[src/design/rlfw_pkg.sv]
`default_nettype none
package rlfw_pkg;

  localparam int NumThreads = 16;
  localparam int QueueDepth = 16;
  localparam int DepthBits  = 8;

  localparam int ThreadW = 4;
  localparam int PtrW    = $clog2(QueueDepth);
  localparam int CntW    = $clog2(QueueDepth + 1);

  typedef enum logic {
    CmdRequest = 1'b0,
    CmdRelease = 1'b1
  } cmd_e;

  typedef enum logic [3:0] {
    StGranted       = 4'd0,
    StNestedGrant   = 4'd1,
    StQueued        = 4'd2,
    StNestedRelease = 4'd3,
    StFreed         = 4'd4,
    StHandedOff     = 4'd5,
    StNotOwner      = 4'd6,
    StQueueErr      = 4'd7,
    StDepthOverflow = 4'd8
  } status_e;

  typedef struct packed {
    logic               command;
    logic [ThreadW-1:0] thread_id;
  } cmd_t;

  typedef struct packed {
    status_e            status;
    logic [ThreadW-1:0] holder_id;
    logic               held;
    logic [7:0]         hold_count;
    logic [4:0]         waiter_count;
  } rsp_t;

endpackage
`default_nettype wire

[src/design/recursive_lock_fifo_waiters.sv]
`default_nettype none
// Channel   Ports                       Transfer
// command   start, busy, req_i          start high and busy low at a rising edge
// result    valid_o, rsp_o              valid_o high for one cycle, always taken
//
// Each command runs in steps: the accept cycle reads the waiter memory at the
// queue head, the Exec state decides and writes back; the result strobes in the
// cycle after that, while the next command may already be accepted.
// No new command is taken while busy, until the current one is written back.
// Reset clears lock, pointers, count and waiting mask; the waiter memory needs none.
// The receiver cannot stall; results are never held.
module recursive_lock_fifo_waiters (
  input  wire logic          clk_i,
  input  wire logic          rst_ni,
  input  wire logic          start,
  output logic               busy,
  input  wire rlfw_pkg::cmd_t req_i,
  output logic               valid_o,
  output rlfw_pkg::rsp_t     rsp_o
);

  typedef enum logic {
    Idle,
    Exec
  } state_e;

  localparam logic [rlfw_pkg::DepthBits-1:0] DepthMax = '1;
  localparam logic [rlfw_pkg::DepthBits-1:0] DepthOne = rlfw_pkg::DepthBits'(1);

  state_e state_q;

  logic [rlfw_pkg::ThreadW-1:0] wq_mem [rlfw_pkg::QueueDepth];
  logic [rlfw_pkg::ThreadW-1:0] rdata_q;

  rlfw_pkg::cmd_t cmd_q;

  logic                            held_q, held_d;
  logic [rlfw_pkg::ThreadW-1:0]    owner_q, owner_d;
  logic [rlfw_pkg::DepthBits-1:0]  depth_q, depth_d;
  logic [rlfw_pkg::PtrW-1:0]       head_q, head_d;
  logic [rlfw_pkg::PtrW-1:0]       tail_q, tail_d;
  logic [rlfw_pkg::CntW-1:0]       count_q, count_d;
  logic [rlfw_pkg::NumThreads-1:0] mask_q, mask_d;

  rlfw_pkg::status_e status_d;
  logic              push;
  logic              tid_ok;
  logic              accept;

  function automatic logic [rlfw_pkg::PtrW-1:0] ptr_inc(input logic [rlfw_pkg::PtrW-1:0] p);
    if (p == rlfw_pkg::PtrW'(rlfw_pkg::QueueDepth - 1)) begin
      return '0;
    end
    return p + rlfw_pkg::PtrW'(1);
  endfunction

  assign busy   = (state_q != Idle);
  assign accept = start && !busy;
  assign tid_ok = 32'(cmd_q.thread_id) < rlfw_pkg::NumThreads;

  always_comb begin
    held_d   = held_q;
    owner_d  = owner_q;
    depth_d  = depth_q;
    head_d   = head_q;
    tail_d   = tail_q;
    count_d  = count_q;
    mask_d   = mask_q;
    push     = 1'b0;
    status_d = rlfw_pkg::StQueueErr;
    if (cmd_q.command == rlfw_pkg::CmdRelease) begin
      if (!tid_ok || !held_q || owner_q != cmd_q.thread_id) begin
        status_d = rlfw_pkg::StNotOwner;
      end else if (depth_q > DepthOne) begin
        depth_d  = depth_q - DepthOne;
        status_d = rlfw_pkg::StNestedRelease;
      end else if (count_q != '0) begin
        head_d          = ptr_inc(head_q);
        count_d         = count_q - rlfw_pkg::CntW'(1);
        mask_d[rdata_q] = 1'b0;
        owner_d         = rdata_q;
        depth_d         = DepthOne;
        status_d        = rlfw_pkg::StHandedOff;
      end else begin
        held_d   = 1'b0;
        owner_d  = '0;
        depth_d  = '0;
        status_d = rlfw_pkg::StFreed;
      end
    end else begin
      if (!tid_ok) begin
        status_d = rlfw_pkg::StQueueErr;
      end else if (held_q && owner_q == cmd_q.thread_id) begin
        if (depth_q == DepthMax) begin
          status_d = rlfw_pkg::StDepthOverflow;
        end else begin
          depth_d  = depth_q + DepthOne;
          status_d = rlfw_pkg::StNestedGrant;
        end
      end else if (!held_q) begin
        held_d   = 1'b1;
        owner_d  = cmd_q.thread_id;
        depth_d  = DepthOne;
        status_d = rlfw_pkg::StGranted;
      end else if (mask_q[cmd_q.thread_id] ||
                   count_q == rlfw_pkg::CntW'(rlfw_pkg::QueueDepth)) begin
        status_d = rlfw_pkg::StQueueErr;
      end else begin
        push                    = 1'b1;
        tail_d                  = ptr_inc(tail_q);
        count_d                 = count_q + rlfw_pkg::CntW'(1);
        mask_d[cmd_q.thread_id] = 1'b1;
        status_d                = rlfw_pkg::StQueued;
      end
    end
  end

  always_ff @(posedge clk_i) begin
    if (accept) begin
      rdata_q <= wq_mem[head_q];
      cmd_q   <= req_i;
    end
    if (state_q == Exec && push) begin
      wq_mem[tail_q] <= cmd_q.thread_id;
    end
  end

  always_ff @(posedge clk_i or negedge rst_ni) begin
    if (!rst_ni) begin
      state_q <= Idle;
      valid_o <= 1'b0;
      held_q  <= 1'b0;
      owner_q <= '0;
      depth_q <= '0;
      head_q  <= '0;
      tail_q  <= '0;
      count_q <= '0;
      mask_q  <= '0;
      rsp_o   <= '0;
    end else begin
      valid_o <= 1'b0;
      unique case (state_q)
        Idle: begin
          if (start) begin
            state_q <= Exec;
          end
        end
        Exec: begin
          state_q            <= Idle;
          valid_o            <= 1'b1;
          held_q             <= held_d;
          owner_q            <= owner_d;
          depth_q            <= depth_d;
          head_q             <= head_d;
          tail_q             <= tail_d;
          count_q            <= count_d;
          mask_q             <= mask_d;
          rsp_o.status       <= status_d;
          rsp_o.holder_id    <= held_d ? owner_d : '0;
          rsp_o.held         <= held_d;
          rsp_o.hold_count   <= held_d ? 8'(depth_d) : 8'd0;
          rsp_o.waiter_count <= 5'(count_d);
        end
        default: state_q <= Idle;
      endcase
    end
  end

  a_accept_busy: assert property (@(posedge clk_i) disable iff (!rst_ni)
    accept |=> busy && !valid_o)
    else $error("accepted command did not enter execution");

  a_strobe_one: assert property (@(posedge clk_i) disable iff (!rst_ni)
    valid_o |-> !busy && !$past(valid_o))
    else $error("result strobe not a single cycle after execution");

  a_mask_count: assert property (@(posedge clk_i) disable iff (!rst_ni)
    $countones(mask_q) == 32'(count_q))
    else $error("waiting mask disagrees with queue count");

  a_free_clean: assert property (@(posedge clk_i) disable iff (!rst_ni)
    !held_q |-> depth_q == '0 && owner_q == '0 && count_q == '0)
    else $error("free lock with owner, depth or waiters");

  a_held_depth: assert property (@(posedge clk_i) disable iff (!rst_ni)
    held_q |-> depth_q != '0)
    else $error("held lock at zero depth");

endmodule
`default_nettype wire
[config.mk]
export PLATFORM = sky130hd
export DESIGN_NAME = recursive_lock_fifo_waiters
export DESIGN_NICKNAME = d
export VERILOG_FILES = /design/src/design/rlfw_pkg.sv /design/src/design/recursive_lock_fifo_waiters.sv
export SDC_FILE = /design/constraint.sdc
export NUM_CORES = 1
export LEC_CHECK = 0
export BUFFER_PORTS_ARGS = -buffer_cell sky130_fd_sc_hd__buf_2
export CAP_MARGIN = 0
export CORE_MARGIN = 3
export CORE_UTILIZATION = 51
export DETAILED_ROUTE_END_ITERATION = 10
export GPL_ROUTABILITY_DRIVEN = 1
export HOLD_SLACK_MARGIN = 0.06
export MAX_ROUTING_LAYER = met4
export PLACE_DENSITY = 0.79
export SYNTH_ARGS = -nofsm -noshare
export SYNTH_HDL_FRONTEND = slang
export SYNTH_SLANG_ARGS = --single-unit
[constraint.sdc]
create_clock -name clk_i -period 6.62 [get_ports clk_i]
set_input_delay 0.662 -clock clk_i [delete_from_list [all_inputs] [get_ports clk_i]]
set_output_delay 0.662 -clock clk_i [all_outputs]
set_load 0.1 [all_outputs]
==> results.py, run 1 <==
metrics = {
    "status": {
        "status": "complete, no violations",
    },
    "sta": {
        "period_share_pct": 51.4,
        "setup_ws_ps": 3220,
        "skew_ps": 10.4,
        "fmax_ghz": 0.294,
        "hold_violations": 0,
        "setup_tns_ps": 0,
        "relSlewSlack_pct": 32.5,
        "setup_viol": 0,
        "max_slew.worst_pin.slew_ps": 1010,
        "finalMaxSlewViolations": 0,
        "rsz0062_at_grt": "no",
        "finalCriticalPeriod_ps": 3400,
    },
    "yosys": {
        "synth-xor-area-share_pct": 1.66,
        "yosysUniqueCellTypes": 61,
        "synth-seq-cells": 133,
        "synthSimpleGateAreaFrac_pct": 13.1,
        "synth_top_family_by_area": "simple AND/OR/NAND/NOR gates",
        "synthAdderAreaFrac_pct": 2.48,
        "syn_area_um2": 6350,
        "synth_edf_count": 73,
        "synth_compound_area_share_pct": 11.5,
        "yosysSeqAreaShare_pct": 58.2,
        "synth_warnings": 0,
        "syn_avg_cell_area_um2": 12.4,
        "netlist_instances": 514,
        "synth-async-reset-ratio_pct": 45.1,
        "syn-num-nets": 534,
        "synth_mux_area_share_pct": 10.3,
        "synth_flop_cell": "edfxtp_1",
    },
    "floorplanning": {
        "row_count": 40,
        "ios": 32,
        "core_area_um2": 12100,
        "die_y_um": 118,
        "dieArea_um2": 13800,
        "initial_utilization_pct": 52.4,
        "die_w_um": 118,
    },
    "worst_setup_path": {
        "criticalPathCategory": "reg -> reg",
        "cp.required_ps": 6670,
        "endpoint_kind": "register",
        "cp_max_fo": 28,
        "arrival_ps": 3450,
        "start_kind": "register",
    },
    "clock_network": {
        "cts_buffers": 17,
        "cts_tree": "yes",
        "post_cts_resized": 0,
        "cts_buffer_depth": 2,
        "clk_latency_ps": 420,
        "cts_setup_buffers": 0,
        "htree_levels": 4,
        "cts-root-buf": "clkbuf_16",
        "clock_sinks": 133,
        "clk_pin_slew_ps": 60,
        "cts_hold_buffers": 0,
    },
    "layout": {
        "layoutNonFillerInstCount": 721,
        "final_common_cell": "edfxtp_1",
        "layout-drive-gt1-share_pct": 19.7,
        "n_antenna_cell": 0,
        "finalInstanceArea_um2": 7260,
        "final_util_pct": 59.9,
        "nets": 560,
        "area_delta_synth_final_pct": 14.3,
        "most-common-layout-cells": "edfxtp_1, dfrtp_1, nand2_1",
        "fillers": 949,
    },
    "flow_run": {
        "maxCapViolCount": 0,
    },
    "grt": {
        "use_met3_pct": 5.19,
        "grt_overflow": 0,
        "grtUsageMet1_pct": 26.9,
        "antenna_found_initial": 0,
        "grt_pass1_wl_um": 23400,
        "grt_start_max_net_pins": 61,
        "grt_use_total_pct": 22.3,
        "grt_pass1_vias": 4464,
        "grt_busiest_layer": "met2",
        "use_met2_pct": 36.1,
    },
    "drt": {
        "drt_iter0_markers": 452,
        "wirelength_um": 14100,
        "wl_per_cell_um": 19.6,
        "drtAntennaViolNets": 0,
        "drc": 0,
        "via_count": 4403,
        "avgViaCountPerCell": 6.11,
        "drt_pre_antenna_iters": 5,
    },
    "placement": {
        "placed_area_um2": 6640,
        "gp_congestion": 0.929,
        "pre_cts_slack_ps": 3260,
        "io_buffers": 31,
        "dp_cells": 689,
        "place_hpwl_um": 9250,
    },
    "power": {
        "peakVddDrop_mv": 0.234,
        "leakage_nw": 2.81,
        "powerDensity_nw_per_um2": 368,
    },
    "hold_path": {
        "hold_class": "in -> async",
    },
}
[Yosys cell counts, types with 5 or more instances]
master	count	area, um^2
edfxtp_1	73	2190
nand2b_1	7	43.8
nand2_1	52	195
xor2_1	6	52.6
mux4_2	21	473
inv_1	14	52.6
a21oi_1	16	80.1
nand3_1	11	55.1
o2bb2ai_1	5	43.8
o31ai_1	8	60.1
a211oi_1	5	37.5
xnor2_1	6	52.6
and3_1	15	93.8
dfrtp_1	60	1500
ha_1	11	138
nor2_1	33	124
nor4_1	7	43.8
clkbuf_1	21	78.8
o21ai_0	30	150
a31oi_1	8	50.1
nor3_1	12	60.1
o21ai_1	10	50.1
mux2i_1	8	80.1
mux2_2	9	101
[cell families after synthesis]
logic type | after synthesis
AND/OR/NAND/NOR | 163
flip-flops | 133
AO/OA/AOI/OAI | 112
buffers and inverters | 44
multiplexers | 38
XOR/XNOR | 12
adder cells (fa/ha/maj) | 12
[worst max-delay path: stages, from the launching register on]
cell	delay (ps)
edfxtp_1	950
mux4_2	590
nor2_1	100
nor2_1	110
nor4_4	340
buf_4	310
nand2_1	150
nor3_1	470
[cell type report]
type	instances	area, um^2	share of cell area [%]
repair buffers	37	200	2.76
clock buffers	17	425	5.86
flip-flops and latches	133	3690	50.9
clock inverters	15	194	2.67
multi-input cells	337	2480	34.2
inverters	14	52.6	0.724
well taps	168	210	2.90
[where the power goes]
part           switching [mW]  internal [mW]  total, mW
logic                   0.456          0.171      0.628
clock network           0.377          0.603      0.979
registers               0.102          0.960       1.06
[state kept, by name (all words and copies together), names as in the netlist]
register,cells
wq_mem,64
mask_q,16
rsp_o,16
depth_q,8
cmd_q,5
count_q,5
head_q,4
owner_q,4
rdata_q,4
tail_q,4
busy,1
held_q,1
valid_o,1
[final timing paths]
kind	start	endpoint	slack, ps	depth (start not counted)
max in group asynchronous	rst_ni	depth_q[3]	5680	2
min in group clk_i	req_i[0]	cmd_q[0]	420	1
setup / recovery	cmd_q[1]	wq_mem[11][1]	3220	7
hold / removal	rst_ni	count_q[2]	400	2
hold reg to reg	rsp_o[21]	rsp_o[21]	480	1
setup reg to reg	cmd_q[1]	wq_mem[11][1]	3220	7
[metrics by stage]
step           hold WS (ps)  total power, mW
6_report                401             2.67
5_1_grt                 403             2.79
3_5_place_dp            472             1.70
4_1_cts                 408             2.68
2_1_floorplan           366             1.56
3_3_place_gp            470             1.68
[layer usage]
| metal | part of all wire (%) | routed length, um |
|---|---|---|
| met3 | 5.4 | 758 |
| met4 | 3.3 | 462 |
| met1 | 41 | 5760 |
| met5 | 0 | 0 |
| met2 | 51 | 7160 |
Power figures use the tool's default switching activity.
==> run 2, diff against run 1 <==
==> constraint.sdc (replaced) <==
create_clock -name clk_i -period 3.4 [get_ports clk_i]
set_input_delay 0.34 -clock clk_i [delete_from_list [all_inputs] [get_ports clk_i]]
set_output_delay 0.34 -clock clk_i [all_outputs]
set_load 0.1 [all_outputs]
==> results.py, run 2 (synthesis gave the netlist of run 1 again) <==
metrics = {
    "clock_network": {
        "cts_hold_buffers": 1,
        "cts_buffer_depth": 2,
        "cts_tree": "yes",
        "clk_latency_ps": 430,
        "cts_setup_buffers": 0,
        "cts_buffers": 17,
        "htree_levels": 4,
        "clk_pin_slew_ps": 60,
        "post_cts_resized": 0,
        "cts-root-buf": "clkbuf_16",
        "clock_sinks": 133,
    },
    "layout": {
        "n_antenna_cell": 0,
        "nets": 572,
        "top_register": "wq_mem",
        "final_common_cell": "edfxtp_1",
        "area_delta_synth_final_pct": 15.4,
        "most-common-layout-cells": "edfxtp_1, dfrtp_1, nand2_1",
        "largest_reg_flops": 64,
        "finalInstanceArea_um2": 7320,
        "top_regs": "wq_mem (64), mask_q (16), rsp_o (16)",
        "layout-drive-gt1-share_pct": 21.4,
    },
    "placement": {
        "place_hpwl_um": 9670,
        "io_buffers": 31,
        "pre_cts_slack_ps": 540,
        "gp_congestion": 0.944,
        "placed_area_um2": 6720,
    },
    "grt": {
        "grt_use_total_pct": 22.9,
        "grt_overflow": 0,
        "grt_pass1_vias": 4545,
        "grt_start_max_net_pins": 38,
        "antenna_found_initial": 0,
        "grt_pass1_wl_um": 23900,
    },
    "floorplanning": {
        "initial_utilization_pct": 52.4,
        "dieArea_um2": 13800,
        "die_y_um": 118,
        "ios": 32,
        "die_w_um": 118,
        "row_count": 40,
        "core_area_um2": 12100,
    },
    "sta": {
        "rsz0062_at_grt": "no",
        "period_share_pct": 87.6,
        "setup_viol": 0,
        "hold_violations": 0,
        "setup_tns_ps": 0,
        "max_slew.worst_pin.slew_ps": 888,
        "finalMaxSlewViolations": 0,
        "fmax_ghz": 0.336,
        "skew_ps": 7.50,
        "relSlewSlack_pct": 40.7,
        "finalCriticalPeriod_ps": 2980,
        "setup_ws_ps": 423,
    },
    "drt": {
        "met2_length_um": 7290,
        "drc": 0,
        "drtAntennaViolNets": 0,
        "drt_iter0_markers": 565,
        "dr_wl_met3_um": 1040,
        "drt_pre_antenna_iters": 5,
        "wl_per_cell_um": 19.9,
        "via_count": 4501,
        "routed.top_layer": "met4",
        "m1WireLength_um": 5750,
        "avgViaCountPerCell": 6.14,
        "wirelength_um": 14600,
    },
    "worst_setup_path": {
        "criticalPathCategory": "reg -> reg",
        "slowest_delay_ps": 780,
        "start_kind": "register",
        "endpoint_kind": "register",
        "cp.required_ps": 3710,
        "path_cells": "nor4_1 > nand4_1 > or4_1 > or3_4 > nor3_1 > nor2_1",
        "cp_max_fo": 9,
        "arrival_ps": 3280,
        "slowest_stage": "or4_1",
    },
    "status": {
        "status": "complete, no violations",
    },
    "hold_path": {
        "hold_class": "in -> reg",
    },
    "power": {
        "pwr-share-clk_pct": 35.5,
        "p_comb_share_pct": 24.9,
        "switchingPower_mw": 1.86,
        "pwr-share-seq_pct": 39.5,
        "leakage_nw": 2.86,
        "swShare_pct": 35.9,
        "powerDensity_nw_per_um2": 706,
        "peakVddDrop_mv": 0.736,
        "p_int_mw": 3.31,
        "power_mw": 5.17,
    },
    "flow_run": {
        "maxCapViolCount": 0,
    },
}
run 2: metal layers:
metal  track usage, %  vias up
met5                -        -
met4             9.30        0
met3             6.63       50
met2             37.1      218
met1             27.2     2207
li1                 -     2026
run 2: worst paths after layout:
path,to,from,cells after the start,slack (ps)
max,mask_q[0],depth_q[6],6,420
min in group asynchronous,count_q[0],rst_ni,2,560
min,cmd_q[2],req_i[2],1,90
min reg2reg,rsp_o[9],rsp_o[9],1,490
max in group asynchronous,head_q[3],rst_ni,3,1990
max reg2reg,mask_q[0],depth_q[6],6,420
run 2: power by group through the flow:
stage	registers, mW	logic, mW	clock network (mW)
2_1_floorplan	2.46	0.575	0
3_3_place_gp	2.06	1.24	0
3_5_place_dp	2.07	1.27	0
4_1_cts	2.04	1.29	1.86
5_1_grt	2.07	1.38	1.94
6_report	2.04	1.29	1.84
run 2: final cells by class:
| cell class | instances | area, um^2 |
|---|---|---|
| inverter | 14 | 52.6 |
| tap | 168 | 210 |
| timing repair buffer | 49 | 293 |
| multi-input combinational | 337 | 2480 |
| clock inverter | 15 | 166 |
| clock buffer | 17 | 425 |
| sequential | 133 | 3690 |
| fill | 900 | 4790 |
run 2: critical path: cells and delay by family (launching register included):
kind | cells | cell delay, ps
simple gates | 6 | 2380
flops | 1 | 480
run 2: metrics by stage:
stage / hold WS, ps / instances / util [%]
finish: 88.1 / 733 / 60.5
global route: 73.6 / 733 / 60.5
floorplan: 44.4 / 514 / -
detailed placement: 470 / 700 / 55.5
global placement: 469 / 700 / 55.5
CTS: 84.8 / 733 / 60.5
==> run 3, diff against run 2 <==
--- a/config.mk
+++ b/config.mk
@@ -7,7 +7,7 @@
 export LEC_CHECK = 0
 export BUFFER_PORTS_ARGS = -buffer_cell sky130_fd_sc_hd__buf_2
 export CAP_MARGIN = 0
-export CORE_MARGIN = 3
+export CORE_MARGIN = 4
 export CORE_UTILIZATION = 51
 export DETAILED_ROUTE_END_ITERATION = 10
 export GPL_ROUTABILITY_DRIVEN = 1
==> results.py, run 3 (synthesis gave the netlist of run 1 again) <==
metrics = {
    "status": {
        "status": "complete, no violations",
    },
    "power": {
        "peakVddDrop_mv": 0.533,
        "leakage_nw": 2.87,
        "powerDensity_nw_per_um2": 713,
        "power_mw": 5.24,
    },
    "worst_setup_path": {
        "start_kind": "register",
        "cp.required_ps": 3700,
        "endpoint_kind": "register",
        "cp_max_fo": 10,
        "regToRegSetupSlack_ps": 500,
        "arrival_ps": 3200,
        "r2r-start": "cmd_q[1]",
        "rr_endpoint": "mask_q[0]",
        "reg2reg_depth": 6,
        "criticalPathCategory": "reg -> reg",
    },
    "sta": {
        "relSlewSlack_pct": 28.4,
        "whs_ps": 96.6,
        "setup_viol": 0,
        "fmax_ghz": 0.345,
        "max_slew.worst_pin.slew_ps": 1070,
        "setup_tns_ps": 0,
        "finalCriticalPeriod_ps": 2900,
        "skew_ps": 6.93,
        "finalMaxSlewViolations": 0,
        "period_share_pct": 85.2,
        "hold_violations": 0,
        "rsz0062_at_grt": "no",
    },
    "clock_network": {
        "cts_setup_buffers": 0,
        "htree_levels": 4,
        "clk_latency_ps": 420,
        "clk_pin_slew_ps": 60,
        "cts_buffers": 17,
        "cts-root-buf": "clkbuf_16",
        "cts_tree": "yes",
        "clock_sinks": 133,
        "cts_hold_buffers": 0,
        "post_cts_resized": 0,
        "cts_buffer_depth": 2,
    },
    "placement": {
        "place_hpwl_um": 10300,
        "dp_cells": 702,
        "io_buffers": 31,
        "gp_congestion": 0.869,
    },
    "layout": {
        "area_delta_synth_final_pct": 15.7,
        "n_antenna_cell": 0,
        "final_common_cell": "edfxtp_1",
        "top_regs": "wq_mem (64), mask_q (16), rsp_o (16)",
        "layoutNonFillerInstCount": 734,
        "largest_reg_flops": 64,
        "layout-drive-gt1-share_pct": 20.8,
        "final_util_pct": 60.7,
        "top_register": "wq_mem",
        "nets": 573,
        "fillers": 927,
        "most-common-layout-cells": "edfxtp_1, dfrtp_1, nand2_1",
    },
    "floorplanning": {
        "die_y_um": 120,
        "dieArea_um2": 14300,
        "die_w_um": 120,
        "row_count": 40,
        "initial_utilization_pct": 52.4,
        "core_area_um2": 12100,
        "ios": 32,
    },
    "drt": {
        "drt_iter0_markers": 451,
        "drt_pre_antenna_iters": 5,
        "drtAntennaViolNets": 0,
        "drc": 0,
        "wirelength_um": 14900,
        "avgViaCountPerCell": 6.09,
        "wl_per_cell_um": 20.3,
        "via_count": 4470,
    },
    "grt": {
        "antenna_found_initial": 0,
        "grt_pass1_wl_um": 24700,
        "grt_use_total_pct": 23.0,
        "grt_start_max_net_pins": 49,
        "grt_overflow": 0,
        "grt_pass1_vias": 4695,
    },
    "hold_path": {
        "hold_class": "in -> reg",
        "hold_path_end": "cmd_q[0]",
        "hold_start": "req_i[0]",
        "whs_path_depth": 1,
    },
    "flow_run": {
        "maxCapViolCount": 0,
    },
}
run 3: changes by cell type in the layout (fill, tap and decap cells not counted), sizes merged:
cell         before  now
inv              22   16
clkinv            3    6
buf              48   50
bufinv            2    4
clkbuf           17   18
dlygate4sd3       1    0
run 3: worst max-delay path by stage:
stage / start / to
3_5_place_dp: cmd_q[1] / mask_q[0]
6_report: cmd_q[1] / mask_q[0]
4_1_cts: cmd_q[1] / mask_q[0]
5_1_grt: cmd_q[1] / mask_q[15]
3_3_place_gp: cmd_q[1] / mask_q[0]
2_1_floorplan: cmd_q[1] / wq_mem[3][0]
run 3: layout make-up:
cell class / count / area (um^2) / share of cell area (%)
Clock buffer: 18 / 429 / 5.84
Clock inverter: 14 / 181 / 2.47
Inverter: 14 / 52.6 / 0.715
Multi-Input combinational cell: 337 / 2480 / 33.8
Sequential cell: 133 / 3690 / 50.3
Tap cell: 168 / 210 / 2.86
Timing Repair Buffer: 50 / 298 / 4.05
run 3: per-layer routing:
metal,vias up,track usage (%),wire (um)
met5,-,-,0
met4,0,7.52,318
met3,37,5.80,778
li1,2033,-,-
met2,161,37.9,7710
met1,2239,28.0,6080
run 3: power breakdown:
part           switching (mW)  total [mW]  internal [mW]  leakage (nW)
Sequential              0.183        2.05           1.87          1.44
Clock                   0.680        1.90           1.22         0.291
Combinational           0.935        1.29          0.350          1.15
run 3: stage by stage:
step	cell area, um^2	worst slack, ps
6_report	7350	503
5_1_grt	7350	387
4_1_cts	7350	544
3_5_place_dp	6740	605
3_3_place_gp	6740	691
2_1_floorplan	6350	513
run 3: critical path: stages (launching register included):
cell and delay (ps):
edfxtp_1 570, xor2_1 260, or4_4 540, or4_1 700, or3_4 410, nor3_1 210
nor2_1 80
